<file path="src/hw/rtl/pnmsd_pkg.sv">
// Shared types and constants of the PNM sample decoder.
package pnmsd_pkg;

	localparam int COLUMN_BITS_DEF = 16;
	localparam int CFG_INDEX_W     = 2;
	localparam int CFG_DATA_W      = 16;

	localparam logic [1:0] REG_FORMAT   = 2'd0;
	localparam logic [1:0] REG_CHANNELS = 2'd1;
	localparam logic [1:0] REG_MAXVAL   = 2'd2;
	localparam logic [1:0] REG_ROWW     = 2'd3;

	localparam logic [1:0] MODE_ASCII_BIT    = 2'd0;
	localparam logic [1:0] MODE_ASCII_GRAY   = 2'd1;
	localparam logic [1:0] MODE_RAW_BIT      = 2'd2;
	localparam logic [1:0] MODE_RAW_SAMPLE   = 2'd3;

	localparam logic [7:0] CH_NUL   = 8'h00;
	localparam logic [7:0] CH_TAB   = 8'h09;
	localparam logic [7:0] CH_LF    = 8'h0a;
	localparam logic [7:0] CH_CR    = 8'h0d;
	localparam logic [7:0] CH_SPACE = 8'h20;
	localparam logic [7:0] CH_HASH  = 8'h23;
	localparam logic [7:0] CH_ZERO  = 8'h30;
	localparam logic [7:0] CH_SIX   = 8'h36;
	localparam logic [7:0] CH_NINE  = 8'h39;

	localparam logic [15:0] TOKEN_LIMIT = 16'd6553;
	localparam logic [15:0] BYTE_MAX    = 16'd255;

	typedef enum logic [2:0] {
		ACT_NONE,
		ACT_ERROR,
		ACT_DIRECT,
		ACT_SCALE,
		ACT_BITMAP
	} act_t;

	typedef struct packed {
		logic eval;
		logic div_init;
		logic div_step;
		logic slot_out;
		logic bit_out;
		logic err_out;
	} cmd_t;

	typedef struct packed {
		act_t act;
		logic out_free;
		logic step_last;
	} sts_t;

endpackage

</file>
<file path="src/hw/rtl/pnmsd_datapath.sv">
// Datapath of the PNM sample decoder: token parser, scaler, pixel position and output register.
module pnmsd_datapath #(
	parameter int COLUMN_BITS = pnmsd_pkg::COLUMN_BITS_DEF
) (
	input  logic                               clk,
	input  logic                               arst_n,
	input  logic                               cfg_we,
	input  logic [pnmsd_pkg::CFG_INDEX_W-1:0]  cfg_index,
	input  logic [pnmsd_pkg::CFG_DATA_W-1:0]   cfg_data,
	input  logic [7:0]                         in_byte,
	input  pnmsd_pkg::cmd_t                    cmd,
	output pnmsd_pkg::sts_t                    sts,
	input  logic                               m_tready,
	output logic                               m_tvalid,
	output logic [7:0]                         m_tdata,
	output logic                               m_tlast,
	output logic [1:0]                         m_tuser
);
	import pnmsd_pkg::*;

	logic [1:0]  format_q;
	logic [2:0]  chan_q;
	logic [15:0] maxval_q;
	logic [15:0] roww_q;

	logic [15:0] token_q;
	logic        digit_q;
	logic        comment_q;
	logic [7:0]  high_q;
	logic        phase_q;
	logic [1:0]  chidx_q;
	logic [COLUMN_BITS-1:0] col_q;

	logic [15:0] val_q;
	logic        scaled_q;
	logic [7:0]  shift_q;
	logic [2:0]  step_q;
	logic        ended_q;
	logic [15:0] rem_q;
	logic [7:0]  low_q;
	logic [7:0]  quo_q;
	logic        sat_q;
	logic        zero_q;

	logic        out_valid_q;
	logic [7:0]  out_sample_q;
	logic        out_row_q;
	logic        out_run_q;
	logic        out_err_q;

	act_t        act;
	logic [15:0] tok_d;
	logic        dig_d;
	logic        com_d;
	logic [7:0]  hi_d;
	logic        ph_d;
	logic [15:0] val_d;
	logic        is_digit;
	logic        is_space;
	logic        overflow;
	logic [15:0] tok_x10;
	act_t        token_act;

	logic [23:0] prod;
	logic [16:0] r2;
	logic        ge;

	logic [2:0]  ch_lim;
	logic [2:0]  idx;
	logic [2:0]  lastch;
	logic [2:0]  idx_inc;
	logic        skip;
	logic        pixel_done;
	logic [COLUMN_BITS-1:0] last_col;
	logic        col_end;
	logic        slot_row_last;
	logic [7:0]  slot_sample;
	logic        out_free;
	logic        load;

	assign out_free = !out_valid_q || m_tready;

	// ascii tokens, comments, raw bitmap bytes and raw one- or two-byte sample assembly
	always_comb begin
		act      = ACT_NONE;
		tok_d    = token_q;
		dig_d    = digit_q;
		com_d    = comment_q;
		hi_d     = high_q;
		ph_d     = phase_q;
		val_d    = val_q;
		is_digit = (in_byte >= CH_ZERO) && (in_byte <= CH_NINE);
		is_space = (in_byte == CH_SPACE) || (in_byte == CH_TAB) ||
		           (in_byte == CH_CR) || (in_byte == CH_LF);
		overflow = (token_q > TOKEN_LIMIT) || ((token_q == TOKEN_LIMIT) && (in_byte >= CH_SIX));
		tok_x10  = {token_q[12:0], 3'b000} + {token_q[14:0], 1'b0};
		token_act = (format_q == MODE_ASCII_BIT) ? ACT_DIRECT : ACT_SCALE;
		if ((format_q == MODE_ASCII_BIT) || (format_q == MODE_ASCII_GRAY)) begin
			if (in_byte == CH_NUL) begin
				act   = ACT_ERROR;
				tok_d = '0;
				dig_d = 1'b0;
				com_d = 1'b0;
			end else if (comment_q) begin
				if (in_byte <= CH_LF) begin
					com_d = 1'b0;
				end
			end else if ((in_byte == CH_HASH) || is_space) begin
				if (digit_q) begin
					act   = token_act;
					val_d = token_q;
					tok_d = '0;
					dig_d = 1'b0;
				end
				if (in_byte == CH_HASH) begin
					com_d = 1'b1;
				end
			end else if (is_digit) begin
				if (overflow) begin
					act   = ACT_ERROR;
					tok_d = '0;
					dig_d = 1'b0;
					com_d = 1'b0;
				end else begin
					tok_d = tok_x10 + {12'd0, in_byte[3:0]};
					dig_d = 1'b1;
				end
			end
		end else if (format_q == MODE_RAW_BIT) begin
			act = ACT_BITMAP;
		end else if (maxval_q > BYTE_MAX) begin
			if (!phase_q) begin
				hi_d = in_byte;
				ph_d = 1'b1;
			end else begin
				ph_d  = 1'b0;
				val_d = {high_q, in_byte};
				act   = ACT_SCALE;
			end
		end else begin
			val_d = {8'd0, in_byte};
			act   = ACT_SCALE;
		end
	end

	// scaler: v*255 by shift and subtract, then one quotient bit per step
	assign prod = {val_q, 8'd0} - {8'd0, val_q};
	assign r2   = {rem_q, low_q[7]};
	assign ge   = r2 >= {1'b0, maxval_q};

	// channel slot and column
	always_comb begin
		if ((format_q == MODE_ASCII_GRAY) || (format_q == MODE_RAW_SAMPLE)) begin
			if (chan_q == 3'd0) begin
				ch_lim = 3'd1;
			end else if (chan_q > 3'd4) begin
				ch_lim = 3'd4;
			end else begin
				ch_lim = chan_q;
			end
		end else begin
			ch_lim = 3'd1;
		end
		idx        = ({1'b0, chidx_q} >= ch_lim) ? 3'd0 : {1'b0, chidx_q};
		lastch     = (ch_lim == 3'd4) ? 3'd2 : (ch_lim - 3'd1);
		skip       = (ch_lim == 3'd4) && (idx == 3'd3);
		idx_inc    = idx + 3'd1;
		pixel_done = idx_inc >= ch_lim;
	end

	assign last_col      = roww_q[COLUMN_BITS-1:0] - COLUMN_BITS'(1);
	assign col_end       = col_q == last_col;
	assign slot_row_last = (idx == lastch) && col_end;
	assign slot_sample   = !scaled_q ? val_q[7:0] :
	                       zero_q    ? 8'd0 :
	                       sat_q     ? 8'hff : quo_q;

	assign load = cmd.err_out || cmd.bit_out || (cmd.slot_out && !skip);

	always_ff @(posedge clk or negedge arst_n) begin
		if (!arst_n) begin
			format_q  <= MODE_RAW_SAMPLE;
			chan_q    <= 3'd3;
			maxval_q  <= 16'd255;
			roww_q    <= 16'd1;
			token_q   <= '0;
			digit_q   <= 1'b0;
			comment_q <= 1'b0;
			high_q    <= '0;
			phase_q   <= 1'b0;
			chidx_q   <= '0;
			col_q     <= '0;
			step_q    <= '0;
			ended_q   <= 1'b0;
			out_valid_q <= 1'b0;
		end else begin
			if (cfg_we) begin
				unique case (cfg_index)
					REG_FORMAT:   format_q <= cfg_data[1:0];
					REG_CHANNELS: chan_q   <= cfg_data[2:0];
					REG_MAXVAL:   maxval_q <= cfg_data;
					REG_ROWW:     roww_q   <= cfg_data;
				endcase
			end
			if (cmd.eval) begin
				token_q   <= tok_d;
				digit_q   <= dig_d;
				comment_q <= com_d;
				high_q    <= hi_d;
				phase_q   <= ph_d;
				step_q    <= '0;
				ended_q   <= 1'b0;
				if (act == ACT_BITMAP) begin
					chidx_q <= '0;
				end
			end else if (cmd.div_init) begin
				step_q <= '0;
			end else if (cmd.div_step) begin
				step_q <= step_q + 3'd1;
			end else if (cmd.slot_out) begin
				chidx_q <= pixel_done ? 2'd0 : idx_inc[1:0];
				if (pixel_done) begin
					col_q <= col_end ? '0 : col_q + COLUMN_BITS'(1);
				end
			end else if (cmd.bit_out) begin
				step_q <= step_q + 3'd1;
				if (!ended_q) begin
					if (col_end) begin
						ended_q <= 1'b1;
						col_q   <= '0;
					end else begin
						col_q <= col_q + COLUMN_BITS'(1);
					end
				end
			end
			if (load) begin
				out_valid_q <= 1'b1;
			end else if (m_tready) begin
				out_valid_q <= 1'b0;
			end
		end
	end

	always_ff @(posedge clk) begin
		if (cmd.eval) begin
			val_q    <= val_d;
			scaled_q <= act == ACT_SCALE;
			shift_q  <= in_byte;
		end
		if (cmd.div_init) begin
			rem_q  <= prod[23:8];
			low_q  <= prod[7:0];
			sat_q  <= prod[23:8] >= maxval_q;
			zero_q <= val_q == 16'd0;
		end
		if (cmd.div_step) begin
			rem_q <= ge ? 16'(r2 - {1'b0, maxval_q}) : r2[15:0];
			low_q <= {low_q[6:0], 1'b0};
			quo_q <= {quo_q[6:0], ge};
		end
		if (cmd.bit_out) begin
			shift_q <= {shift_q[6:0], 1'b0};
		end
		if (cmd.err_out) begin
			out_sample_q <= 8'd0;
			out_row_q    <= 1'b0;
			out_run_q    <= 1'b1;
			out_err_q    <= 1'b1;
		end else if (cmd.slot_out) begin
			out_sample_q <= slot_sample;
			out_row_q    <= slot_row_last;
			out_run_q    <= 1'b1;
			out_err_q    <= 1'b0;
		end else if (cmd.bit_out) begin
			out_sample_q <= {7'd0, shift_q[7]};
			out_row_q    <= (step_q == 3'd7) && (ended_q || col_end);
			out_run_q    <= step_q == 3'd7;
			out_err_q    <= 1'b0;
		end
	end

	assign sts.act       = act;
	assign sts.out_free  = out_free;
	assign sts.step_last = step_q == 3'd7;

	assign m_tvalid = out_valid_q;
	assign m_tdata  = out_sample_q;
	assign m_tlast  = out_run_q;
	assign m_tuser  = {out_err_q, out_row_q};

	a_no_overwrite: assert property (@(posedge clk) disable iff (!arst_n)
		!(load && out_valid_q && !m_tready))
		else $error("output register loaded while a request is held");

	a_error_shape: assert property (@(posedge clk) disable iff (!arst_n)
		(out_valid_q && out_err_q) |-> (out_sample_q == 8'd0 && out_run_q && !out_row_q))
		else $error("error result carries data");

endmodule

</file>
<file path="src/hw/rtl/pnmsd_ctrl.sv">
// Controller of the PNM sample decoder: sequences accept, scaling and result output.
module pnmsd_ctrl (
	input  logic            clk,
	input  logic            arst_n,
	input  logic            in_valid,
	output logic            in_ready,
	input  pnmsd_pkg::sts_t sts,
	output pnmsd_pkg::cmd_t cmd
);
	import pnmsd_pkg::*;

	typedef enum logic [2:0] {
		ST_IDLE,
		ST_ERR,
		ST_DINIT,
		ST_DIV,
		ST_SLOT,
		ST_BITS
	} state_t;

	state_t state_q;
	logic   ready_q;

	assign in_ready = ready_q;

	always_comb begin
		cmd = '0;
		unique case (state_q)
			ST_IDLE:  cmd.eval     = in_valid;
			ST_ERR:   cmd.err_out  = sts.out_free;
			ST_DINIT: cmd.div_init = 1'b1;
			ST_DIV:   cmd.div_step = 1'b1;
			ST_SLOT:  cmd.slot_out = sts.out_free;
			ST_BITS:  cmd.bit_out  = sts.out_free;
		endcase
	end

	always_ff @(posedge clk or negedge arst_n) begin
		if (!arst_n) begin
			state_q <= ST_IDLE;
			ready_q <= 1'b1;
		end else begin
			unique case (state_q)
				ST_IDLE: begin
					if (in_valid) begin
						unique case (sts.act)
							ACT_NONE:   state_q <= ST_IDLE;
							ACT_ERROR:  state_q <= ST_ERR;
							ACT_DIRECT: state_q <= ST_SLOT;
							ACT_SCALE:  state_q <= ST_DINIT;
							ACT_BITMAP: state_q <= ST_BITS;
							default:    state_q <= ST_IDLE;
						endcase
						ready_q <= sts.act == ACT_NONE;
					end
				end
				ST_DINIT: state_q <= ST_DIV;
				ST_DIV: begin
					if (sts.step_last) begin
						state_q <= ST_SLOT;
					end
				end
				ST_ERR, ST_SLOT: begin
					if (sts.out_free) begin
						state_q <= ST_IDLE;
						ready_q <= 1'b1;
					end
				end
				ST_BITS: begin
					if (sts.out_free && sts.step_last) begin
						state_q <= ST_IDLE;
						ready_q <= 1'b1;
					end
				end
			endcase
		end
	end

	a_div_length: assert property (@(posedge clk) disable iff (!arst_n)
		(state_q == ST_DINIT) |-> ##9 (state_q == ST_SLOT))
		else $error("scaling did not take eight steps");

	a_bits_done: assert property (@(posedge clk) disable iff (!arst_n)
		(state_q == ST_BITS && sts.out_free && sts.step_last) |=>
		(state_q == ST_IDLE && in_ready))
		else $error("bitmap byte not closed after eighth sample");

	a_one_cmd: assert property (@(posedge clk) disable iff (!arst_n)
		$onehot0(cmd))
		else $error("more than one datapath command");

	a_ready_idle: assert property (@(posedge clk) disable iff (!arst_n)
		in_ready |-> (state_q == ST_IDLE))
		else $error("ready outside idle");

endmodule

</file>
<file path="src/hw/rtl/pnm_sample_decoder_top.sv">
// Top level of the PNM sample decoder.
// Feeds on the raster bytes of a PNM or PAM file after its header and gives
// 8-bit samples on a stream output.
// Input stream: one raster byte per request on s_tdata.
// Output stream: m_tdata is the sample, m_tlast marks the final result of
// an input byte, m_tuser carries the row end and ascii error flags.
// Configuration: cfg_we with cfg_index and cfg_data writes one register
// (format, channel count, maxval, row width); write only while idle.
// Steps per byte:
//   ascii byte with no token end: taken in the idle state.
//   token end or raw sample: a divider init state, then the restoring divider
//   that gives one quotient bit per cycle for eight bits, then the output state.
//   ascii bitmap token or error: the output state follows acceptance.
//   raw bitmap byte: one output sample per cycle while the receiver takes them.
// One byte is worked on at a time; the next is taken while the last result
// waits in the output register. A stalled receiver holds the controller in
// its output state. Reset clears the parser, pixel position and output
// valid flag and loads the register defaults.
module pnm_sample_decoder_top #(
	parameter int COLUMN_BITS = pnmsd_pkg::COLUMN_BITS_DEF
) (
	input  logic                               clk,
	input  logic                               arst_n,
	input  logic                               s_tvalid,
	output logic                               s_tready,
	input  logic [7:0]                         s_tdata,   // file_byte
	output logic                               m_tvalid,
	input  logic                               m_tready,
	output logic [7:0]                         m_tdata,   // sample
	output logic                               m_tlast,   // run_last
	output logic [1:0]                         m_tuser,   // parse_error, row_last
	input  logic                               cfg_we,
	input  logic [pnmsd_pkg::CFG_INDEX_W-1:0]  cfg_index,
	input  logic [pnmsd_pkg::CFG_DATA_W-1:0]   cfg_data
);
	import pnmsd_pkg::*;

	cmd_t cmd;
	sts_t sts;

	pnmsd_ctrl u_ctrl (
		.clk      (clk),
		.arst_n   (arst_n),
		.in_valid (s_tvalid),
		.in_ready (s_tready),
		.sts      (sts),
		.cmd      (cmd)
	);

	pnmsd_datapath #(
		.COLUMN_BITS (COLUMN_BITS)
	) u_datapath (
		.clk       (clk),
		.arst_n    (arst_n),
		.cfg_we    (cfg_we),
		.cfg_index (cfg_index),
		.cfg_data  (cfg_data),
		.in_byte   (s_tdata),
		.cmd       (cmd),
		.sts       (sts),
		.m_tready  (m_tready),
		.m_tvalid  (m_tvalid),
		.m_tdata   (m_tdata),
		.m_tlast   (m_tlast),
		.m_tuser   (m_tuser)
	);

endmodule
</file>
<file path="config.mk">
export PLATFORM = sky130hd
export DESIGN_NAME = pnm_sample_decoder_top
export DESIGN_NICKNAME = d
export VERILOG_FILES = /design/src/hw/rtl/pnmsd_pkg.sv /design/src/hw/rtl/pnmsd_datapath.sv /design/src/hw/rtl/pnmsd_ctrl.sv /design/src/hw/rtl/pnm_sample_decoder_top.sv
export SDC_FILE = /design/constraint.sdc
export NUM_CORES = 1
export LEC_CHECK = 0
export ABC_CLOCK_PERIOD_IN_PS = 4600
export BUFFER_PORTS_ARGS = -buffer_cell sky130_fd_sc_hd__buf_2
export CAP_MARGIN = 30
export CORE_MARGIN = 5
export CORE_UTILIZATION = 30
export CTS_CLUSTER_SIZE = 16
export DETAILED_ROUTE_END_ITERATION = 12
export PLACE_DENSITY = 0.43
export SLEW_MARGIN = 10
export SYNTH_ARGS = -nofsm -noshare
export SYNTH_HDL_FRONTEND = slang
export SYNTH_SLANG_ARGS = --single-unit
</file>
<file path="constraint.sdc">
create_clock -name clk -period 4.6 [get_ports clk]
set_input_delay 0.46 -clock clk [delete_from_list [all_inputs] [get_ports clk]]
set_output_delay 0.46 -clock clk [all_outputs]
set_load 0.02 [all_outputs]
</file>
==> results of run 1 <==
[metal layers]
layer  up-vias  track usage [%]
li1       3869                -
met1      3696             19.9
met2        56             22.3
met3        16             2.15
met4         0             3.90
met5         -                0
[worst min path at each step]
stage,slack (ns),end,cells past startpoint
floorplan,0.16,u_ctrl.state_q[0],0
global placement,0.43,u_datapath.m_tlast,1
detailed placement,0.44,u_datapath.m_tdata[6],2
CTS,0.14,u_datapath.col_q[13],1
global route,0.27,u_datapath.roww_q[14],2
finish,0.29,u_datapath.maxval_q[12],2
[cells by family (layout without fill, tap and decap cells)]
family / after synthesis / count (layout) / share of synthesized area [%]
compound gates: 229 / 229 / 14.8
xor+xnor: 78 / 78 / 6.55
fa+ha+maj: 81 / 81 / 9.94
buf+inv: 95 / 144 / 3.61
flops: 161 / 161 / 40.9
mux: 79 / 79 / 8.28
simple gates: 330 / 330 / 15.9
[report_power, final]
part           leakage, nW  switching, mW  internal, mW
sequential            1.78          0.310          1.88
combinational         2.83           1.20         0.929
clock                0.284          0.640         0.789
[registers in the layout (all words and copies together) (netlist names), 8 cells and up]
signal,count
u_datapath.val_q,16
u_datapath.roww_q,16
u_datapath.high_q,8
u_datapath.m_tdata,8
u_datapath.low_q,8
u_datapath.maxval_q,16
u_datapath.col_q,16
u_datapath.shift_q,8
u_datapath.token_q,16
u_datapath.quo_q,8
u_datapath.rem_q,16
[layout make-up]
type	count	area share [%]
multi-input combinational	797	49.3
sequential	161	36.4
tap	455	4.85
clock buffer	19	3.87
timing repair buffer	53	2.69
inverter	59	1.89
clock inverter	13	1.06
[layout by cell type, fill, tap and decap left out, types with 12 or more instances in the layout]
| cell | instances |
|---|---|
| nor2_1 | 107 |
| nand2_1 | 80 |
| ha_1 | 78 |
| dfrtp_1 | 77 |
| o21ai_0 | 69 |
| inv_1 | 58 |
| mux2_2 | 58 |
| edfxtp_1 | 57 |
| xnor2_1 | 54 |
| a21oi_1 | 43 |
| buf_2 | 42 |
| xor2_1 | 24 |
| nor3_1 | 22 |
| mux2i_1 | 21 |
| clkbuf_16 | 18 |
| nand3_1 | 17 |
| nor2b_1 | 16 |
| nand2b_1 | 14 |
| dfstp_2 | 14 |
| a21o_1 | 13 |
| dfxtp_1 | 13 |
| nand4_1 | 12 |
| o21a_1 | 12 |
| a22o_1 | 12 |
[metrics by stage]
stage	total power, mW	cell area, µm²
detailed placement	4.38	11100
global route	6.19	11700
floorplan	3.76	10400
CTS	5.84	11700
global placement	4.38	11100
finish	5.76	11700
[worst register-to-register path, stage by stage, from the launching register on]
cell and delay [ns]:
edfxtp_1 0.48, inv_1 0.12, ha_1 0.19, nor4b_2 0.59, a2111oi_4 0.18, nor2_1 0.15
a21oi_1 0.09, xnor2_1 0.27, ha_1 0.30, and2_1 0.16, o21ai_0 0.13, o21ai_0 0.13
o41a_1 0.33, o2111ai_1 0.19, a21oi_1 0.09, a211o_1 0.27
[Yosys cell counts (5+ instances only)]
cell        n  area [µm²]
a22o_1     12         105
edfxtp_1   57        1710
a31oi_1     9        56.3
nand2b_1   14        87.6
o21a_1     12        90.1
dfrtp_1    77        1930
mux2i_1    21         210
and3_1      5        31.3
or3_1       6        37.5
o31ai_1     6        45.0
nor4_1      5        31.3
nor3_1     22         110
nor3b_1     7        52.6
a211oi_1    7        52.6
o31a_1      7        61.3
a21oi_1    44         220
clkbuf_1   26        97.6
o21ai_0    69         345
buf_4       5        37.5
ha_1       78         976
nand3_1    17        85.1
dfxtp_1    13         260
nor2_1    107         402
nand4_1    12        75.1
or2_2       7        43.8
nor2b_1    16         100
xnor2_1    54         473
dfstp_2    14         368
nand2_1    80         300
a21o_1     13        97.6
xor2_1     24         210
and2_1      9        56.3
inv_1      58         218
mux2_2     58         653
==> results.md, run 1 <==
- The flow ran to the end, and the final reports show no timing, DRC or antenna violations.
- The longest clock path from root to sink contains 2 buffers.
- Synthesis produced a netlist whose cell count is 1053.
- The worst hold-check slack is 0.286 ns.
- The average wire length per cell after detail routing is 17.2 µm.
- Of all nets on the critical path, the largest fanout is 6.
- The share of the clock period used by the worst path after layout is 84.9%.
- The number of enable flip-flop cells after synthesis is 57.
- The multi-input combinational cells in the finished layout cover a total of 5790 µm².
- The number of antenna diodes in the final layout is 0.
- Counting flops with an async set or reset pin after synthesis yields a share of 56.5%.
- The most critical setup path has its endpoint at u_datapath.sat_q.
- Routability-driven placement finished with a final weighted congestion of 0.829.
- For the worst setup path, the data arrival time is 4.08 ns.
- The largest single stage delay on the critical path is 0.59 ns.
- The beginning of the worst hold path is cfg_data[12].
- The final hold violation count was 0.
- The worst setup path is captured at a flop.
- The all-layer global routing usage is 14.0%.
- The final max-slew violation count was 0.
- In this run the vertical extent of the chip is 196 µm.
- The number of global-route vias before repair is 7575.
- The area of the core region is 34500 µm².
- The number of hold buffers added after cts is 0.
- Setup repair after global routing left no endpoint under its margin.
- After clock tree synthesis, the setup repair step added 0 buffers.
- The setup violation total in the final timing report is 0.
- The largest net degree at the start of global routing is 62.
- The number of cells after detailed placement is 1523.
- The die covers 38600 µm².
- Walking the worst path, the cells encountered are inv_1 -> ha_1 -> nor4b_2 -> a2111oi_4 -> nor2_1 -> a21oi_1 -> xnor2_1 -> ha_1 -> and2_1 -> o21ai_0 -> o21ai_0 -> o41a_1 -> o2111ai_1 -> a21oi_1 -> a211o_1.
- The ratio of total power to cell area is 491 nW/µm².
- The worst reg2reg path startpoint is u_datapath.val_q[0].
- Buffers inserted during clock tree synthesis total 17.
- The count of cells resized by post-cts repair is 0.
- The number of sinks handled by clock tree synthesis is 161.
- The number of optimization iterations in the first detailed-route pass is 4.
- The endpoint identified for the worst register-to-register timing path is u_datapath.sat_q.
- The signed area change from the synthesized netlist to the final layout is 12.6%.
- The routed wire length is 26700 µm.
- Headroom to the max-slew limit came out at 44.8%.
- The post-synthesis sequential element count is 161.
- The critical path runs through a total of 15 cells.
- The number of buffers and inverters on the critical path is 1.
- The synthesized cell area is 10400 µm².
- The proportion of synthesized chip area in sequential cells is 40.9%.
- The post-synth net total is 1165.
- STA classifies the critical path startpoint as a flop.
- The wire length of the first global-routing pass is 43200 µm.
- The maximum achievable frequency is 256 MHz.
- The H-tree depth is 4.
- The max-capacitance violation count is 0.
- The initial utilization of the core area, before any placement, comes to 30.3%.
- The total grt overflow is 0.
- The slowest cell on the critical path is nor4b_2.
- TritonCTS built the clock tree.
- In the final routing, the length of wire on met1 measures 13500 µm.
- Across all register-to-register paths, the minimum setup slack is 0.69 ns.
- Across all layers, the routed design uses 7637 vias.
- The tree is rooted in a clkbuf_16.
- After detailed routing, the number of vias per cell comes to 4.90.
- By startpoint and endpoint, the worst setup path is classified as reg2reg.
- The filler cells instantiated in the layout total 3511.
- A synthesized cell averages 9.90 µm².
- The largest voltage drop on the vdd net is 0.247 mV.
- In this run the worst setup path begins at u_datapath.val_q[0].
- In this run the remaining antenna-violating nets after routing total 0.
- For this run, the number of standard cells in the final layout without fillers is 1557.
- The total length of routed met2 wires is 12300 µm.
- The clock arrives with 0.0125 ns of skew.
- The transition at the pin with the smallest max-transition slack is 0.823 ns.
- The number of antenna violations at the first check in global routing is 0.
- The highest metal layer with signal wires is met4.
- The setup slack after placement is 0.717 ns.
- For this run, the leading register cell type out of synthesis is dfrtp_1.
- The Yosys step of the flow raised 0 warnings.
- The post-layout net count is 1201.
- Cells with a size suffix above 1 make up 16.1% of the layout.
- The final worst-path setup slack is 0.693 ns.
- For the worst flop-to-flop path, the logic depth is 15.
- The final-layout setup total negative slack is 0 ns.
- The floorplan die width is 196 µm.
- For this design the top-level I/O count stands at 44.
- After detailed routing, the number of remaining DRC violations is 0.
- The total met3 wirelength after detailed routing is 473 µm.
- The detailed placement HPWL is 20400 µm.
- Data on the critical path is required at its endpoint by 4.77 ns.
- The final critical delay including setup and external delays is 3.91 ns.
- The row count is 68.
- The core occupancy in the finished layout is 34.1%.
- The tightest min-delay check is of the in2reg type.
- The family with the most delay on the worst path is compound AO/OA/AOI/OAI gates.
- The static power due to leakage is 4.89 nW.
- The netlist uses 79 different library cells.
- The number of input and output port buffers inserted is 43.
- Clock latency on the worst-skew pair, taken at its later pin, is 0.43 ns.
- The number of DRC markers after the initial detailed-route iteration is 425.
- Clock-pin slew was measured on the worst setup and hold paths at 0.07 ns.
- The area taken by flip-flops and latches is 4270 µm².
Note: power is estimated with default switching activity, not from simulation.
==> run 2, diff against run 1 <==
--- a/config.mk
+++ b/config.mk
@@ -5,14 +5,14 @@
 export SDC_FILE = /design/constraint.sdc
 export NUM_CORES = 1
 export LEC_CHECK = 0
-export ABC_CLOCK_PERIOD_IN_PS = 4600
+export ABC_CLOCK_PERIOD_IN_PS = 3500
 export BUFFER_PORTS_ARGS = -buffer_cell sky130_fd_sc_hd__buf_2
 export CAP_MARGIN = 30
 export CORE_MARGIN = 5
 export CORE_UTILIZATION = 30
 export CTS_CLUSTER_SIZE = 16
 export DETAILED_ROUTE_END_ITERATION = 12
-export PLACE_DENSITY = 0.43
+export PLACE_DENSITY = 0.44
 export SLEW_MARGIN = 10
 export SYNTH_ARGS = -nofsm -noshare
 export SYNTH_HDL_FRONTEND = slang
==> constraint.sdc (replaced) <==
create_clock -name clk -period 3.5 [get_ports clk]
set_input_delay 0.35 -clock clk [delete_from_list [all_inputs] [get_ports clk]]
set_output_delay 0.35 -clock clk [all_outputs]
set_load 0.02 [all_outputs]
==> run 2 against run 1 <==
  * Global-route usage rose by 0.73 points
  * Non-clock buffer count rose by 81
  * Via count rose by 5.2%
  * Count of clock-buffer cells in the layout rose by 3
  * Largest cell class unchanged
==> results.md, run 2 (same netlist as run 1, synthesis figures left out) <==
- The number of sinks handled by clock tree synthesis is 161.
- Counting along the longest clock path gives a buffer depth of 2.
- Measured along the x axis, the die boundary spans 196 µm.
- The final clock skew is 0.0114 ns.
- For this run, the slowest stage of the critical path takes 0.52 ns.
- Setup repair after global routing could not meet its margin everywhere.
- The post-layout net count is 1282.
- The total grt overflow is 0.
- The net switching power figure is 2.92 mW.
- The wire length of the first global-routing pass is 45500 µm.
- The all-layer global routing usage is 14.7%.
- The number of antenna diodes in the final layout is 0.
- The kind of cell with the highest combined delay along the critical path is compound AO/OA/AOI/OAI gates.
- Measured against its own limit, the worst slew margin works out to 41.3%.
- The largest net degree at the start of global routing is 54.
- The library cells used most frequently in the layout, excluding fill and tap cells, are nor2_1, buf_4, nand2_1.
- The filler cells instantiated in the layout total 3523.
- From bottom edge to top edge, the die measures 196 µm.
- The H-tree was split into 4 levels.
- The largest voltage drop on the vdd net is 0.308 mV.
- The analysis attributes to cell leakage a power of 5.32 nW.
- The buffering stage count on the worst path with inverters included is 3.
- The routed wire length is 27900 µm.
- Global routing consumed, on the met2 layer, 24.4% of the routing resources.
- The detail route stage leaves a number of antenna-violating nets equal to 0.
- Walking the worst path, the cells encountered are inv_2 -> ha_4 -> nor4b_4 -> buf_4 -> a2111oi_4 -> nor3_2 -> a2111oi_4 -> buf_4 -> o21ai_2 -> or4_4 -> nand2_4 -> ha_4 -> a21o_1 -> a211o_1.
- The class of the most critical hold timing path is in2reg.
- The met1 demand-to-capacity share in global routing is 20.2%.
- The clock root buffer is clkbuf_16.
- The worst path meets setup with 0.0154 ns of slack.
- The row count is 68.
- The remaining routing DRC violations is 0.
- The number of buffers inserted during clock tree synthesis is 17.
- After clock tree synthesis, the clock-pin slew on the worst setup and hold paths is 0.07 ns.
- The routed design could run at a clock period as short as 3.48 ns.
- The fraction of layout instances using a drive strength above 1 is 24.0%.
- TritonCTS built the clock tree.
- Max-cap violations in this run came to 0.
- At the pin with the least slew margin, the transition time is 0.874 ns.
- The effective utilization at floorplan is 30.3%.
- The number of DRC markers after the initial detailed-route iteration is 421.
- The number of antenna violations at the first check in global routing came to 0.
- The detailed placement HPWL is 20900 µm.
- The final weighted congestion of routability-driven global placement is 0.849.
- The setup violation total in the final timing report is 0.
- In the finished design, the share of the clock period the worst path needs comes to 99.6%.
- The total number of vias is 8033.
- The ratio of total power to cell area is 636 nW/µm².
- By startpoint and endpoint, the worst setup path is classified as reg2reg.
- The busiest layer in global routing is met2.
- Setup slack on the worst reg-to-reg path comes out at 0.02 ns.
- The final max-slew violation count was 0.
- STA puts the critical path data required time at 3.70 ns.
- The maximum achievable frequency is 287 MHz.
- The number of global-route vias before repair is 8283.
- During placement, the flow inserted port buffers numbering 43.
- The global routing usage on met3 is 2.21%.
- The average wire length per cell after detail routing is 17.0 µm.
- The worst setup path is launched from a flop.
- The most common cell after layout, fill and taps aside is nor2_1.
- Before CTS, the worst setup slack after placement is -0.130 ns.
- Of the total power, registers draw 35.8%.
- The number of primary I/O pins is 44.
- The largest fanout of any net on the critical path is 3.
- Of the total power, combinational logic draws 40.2%.
- The clock latency reported for the late side of the worst-skew pair is 0.44 ns.
- From synthesis to final layout, the design area changed by 20.2%.
- The final hold violation count is 0.
- The clock network is responsible for 24.1% of the overall power.
- Net switching is 36.6% of the power.
- The slowest cell on the critical path is or4_4.
- The internal power of the cells totals 5.05 mW.
- The via-per-instance ratio is 4.90.
- Once layout is complete, the utilization of the core stands at 36.4%.
- The arrival time of data at the critical path endpoint is 3.68 ns.
- The die covers 38600 µm².
- The core region is 34500 µm².
- The run finished with clean final reports.
- STA classifies the critical path endpoint as a flop.
- The number of optimization iterations in the first detailed-route pass is 4.
run 2: cell count changes in the layout (fill, tap and decap cells not counted), sizes merged:
| cell | delta |
|---|---|
| clkbuf | +3 |
| inv | -1 |
| buf | +81 |
| clkinv | -2 |
run 2: worst register-to-register path, delay by kind of cell, from the launching register on:
family	cells	cell delay, ns
adders and majority gates	2	0.35
AOI/OAI and AO/OA	5	1.15
DFF	1	0.46
and+or+nand+nor	4	0.82
buffers and inverters	3	0.46
run 2: power by group through the flow:
stage / Sequential, mW / Combinational, mW / Clock (mW)
after global routing: 2.91 / 3.60 / 2.04
final: 2.85 / 3.20 / 1.92
after CTS: 2.85 / 3.12 / 1.97
after detailed placement: 2.88 / 3.03 / 0
after global placement: 2.88 / 3.03 / 0
after floorplan: 2.81 / 2.13 / 0
run 2: repair_timing:
action	in CTS	in global routing
setup endpoints to repair	12	17
hold endpoints to repair	41	0
pin swaps	15	30
hold buffers	1	0
setup buffers	28	3
resized for setup	10	29
run 2: metal layers:
metal | wire length [µm] | share of wire (%) | vias to the layer above
li1 | - | - | 4036
met1 | 13400 | 48 | 3875
met2 | 13300 | 48 | 85
met3 | 682 | 2.4 | 37
met4 | 516 | 1.9 | 0
met5 | 0 | 0 | -
run 2: worst paths after layout:
kind	cells past startpoint	end	startpoint
worst max-delay path	14	u_datapath.sat_q	u_datapath.val_q[0]
worst min-delay path	2	u_datapath.roww_q[9]	cfg_data[9]
worst max register to register	14	u_datapath.sat_q	u_datapath.val_q[0]
worst min register to register	1	u_datapath.m_tlast	u_datapath.m_tlast
max in group asynchronous	3	u_ctrl.in_ready	arst_n
min in group asynchronous	2	u_datapath.col_q[13]	arst_n
run 2: through the flow:
| stage | cells | power, mW | cell area (µm²) | TNS [ns] | hold slack, ns |
|---|---|---|---|---|---|
| after global placement | 1578 | 5.91 | 11500 | -0.104 | 0.433 |
| after global routing | 1638 | 8.56 | 12500 | -0.247 | 0.163 |
| after detailed placement | 1578 | 5.92 | 11500 | -0.311 | 0.435 |
| final | 1638 | 7.97 | 12500 | 0 | 0.166 |
| after CTS | 1639 | 7.95 | 12400 | -0.0196 | 0.147 |
| after floorplan | 1053 | 4.94 | 10400 | 0 | 0.0544 |
run 2: cell type report:
class	count	area (µm²)	share of cell area, %
Clock buffer	22	497	3.97
Clock inverter	10	96.3	0.769
Inverter	59	221	1.77
Multi-Input combinational cell	797	5960	47.6
Sequential cell	161	4270	34.1
Tap cell	455	569	4.54
Timing Repair Buffer	134	911	7.27
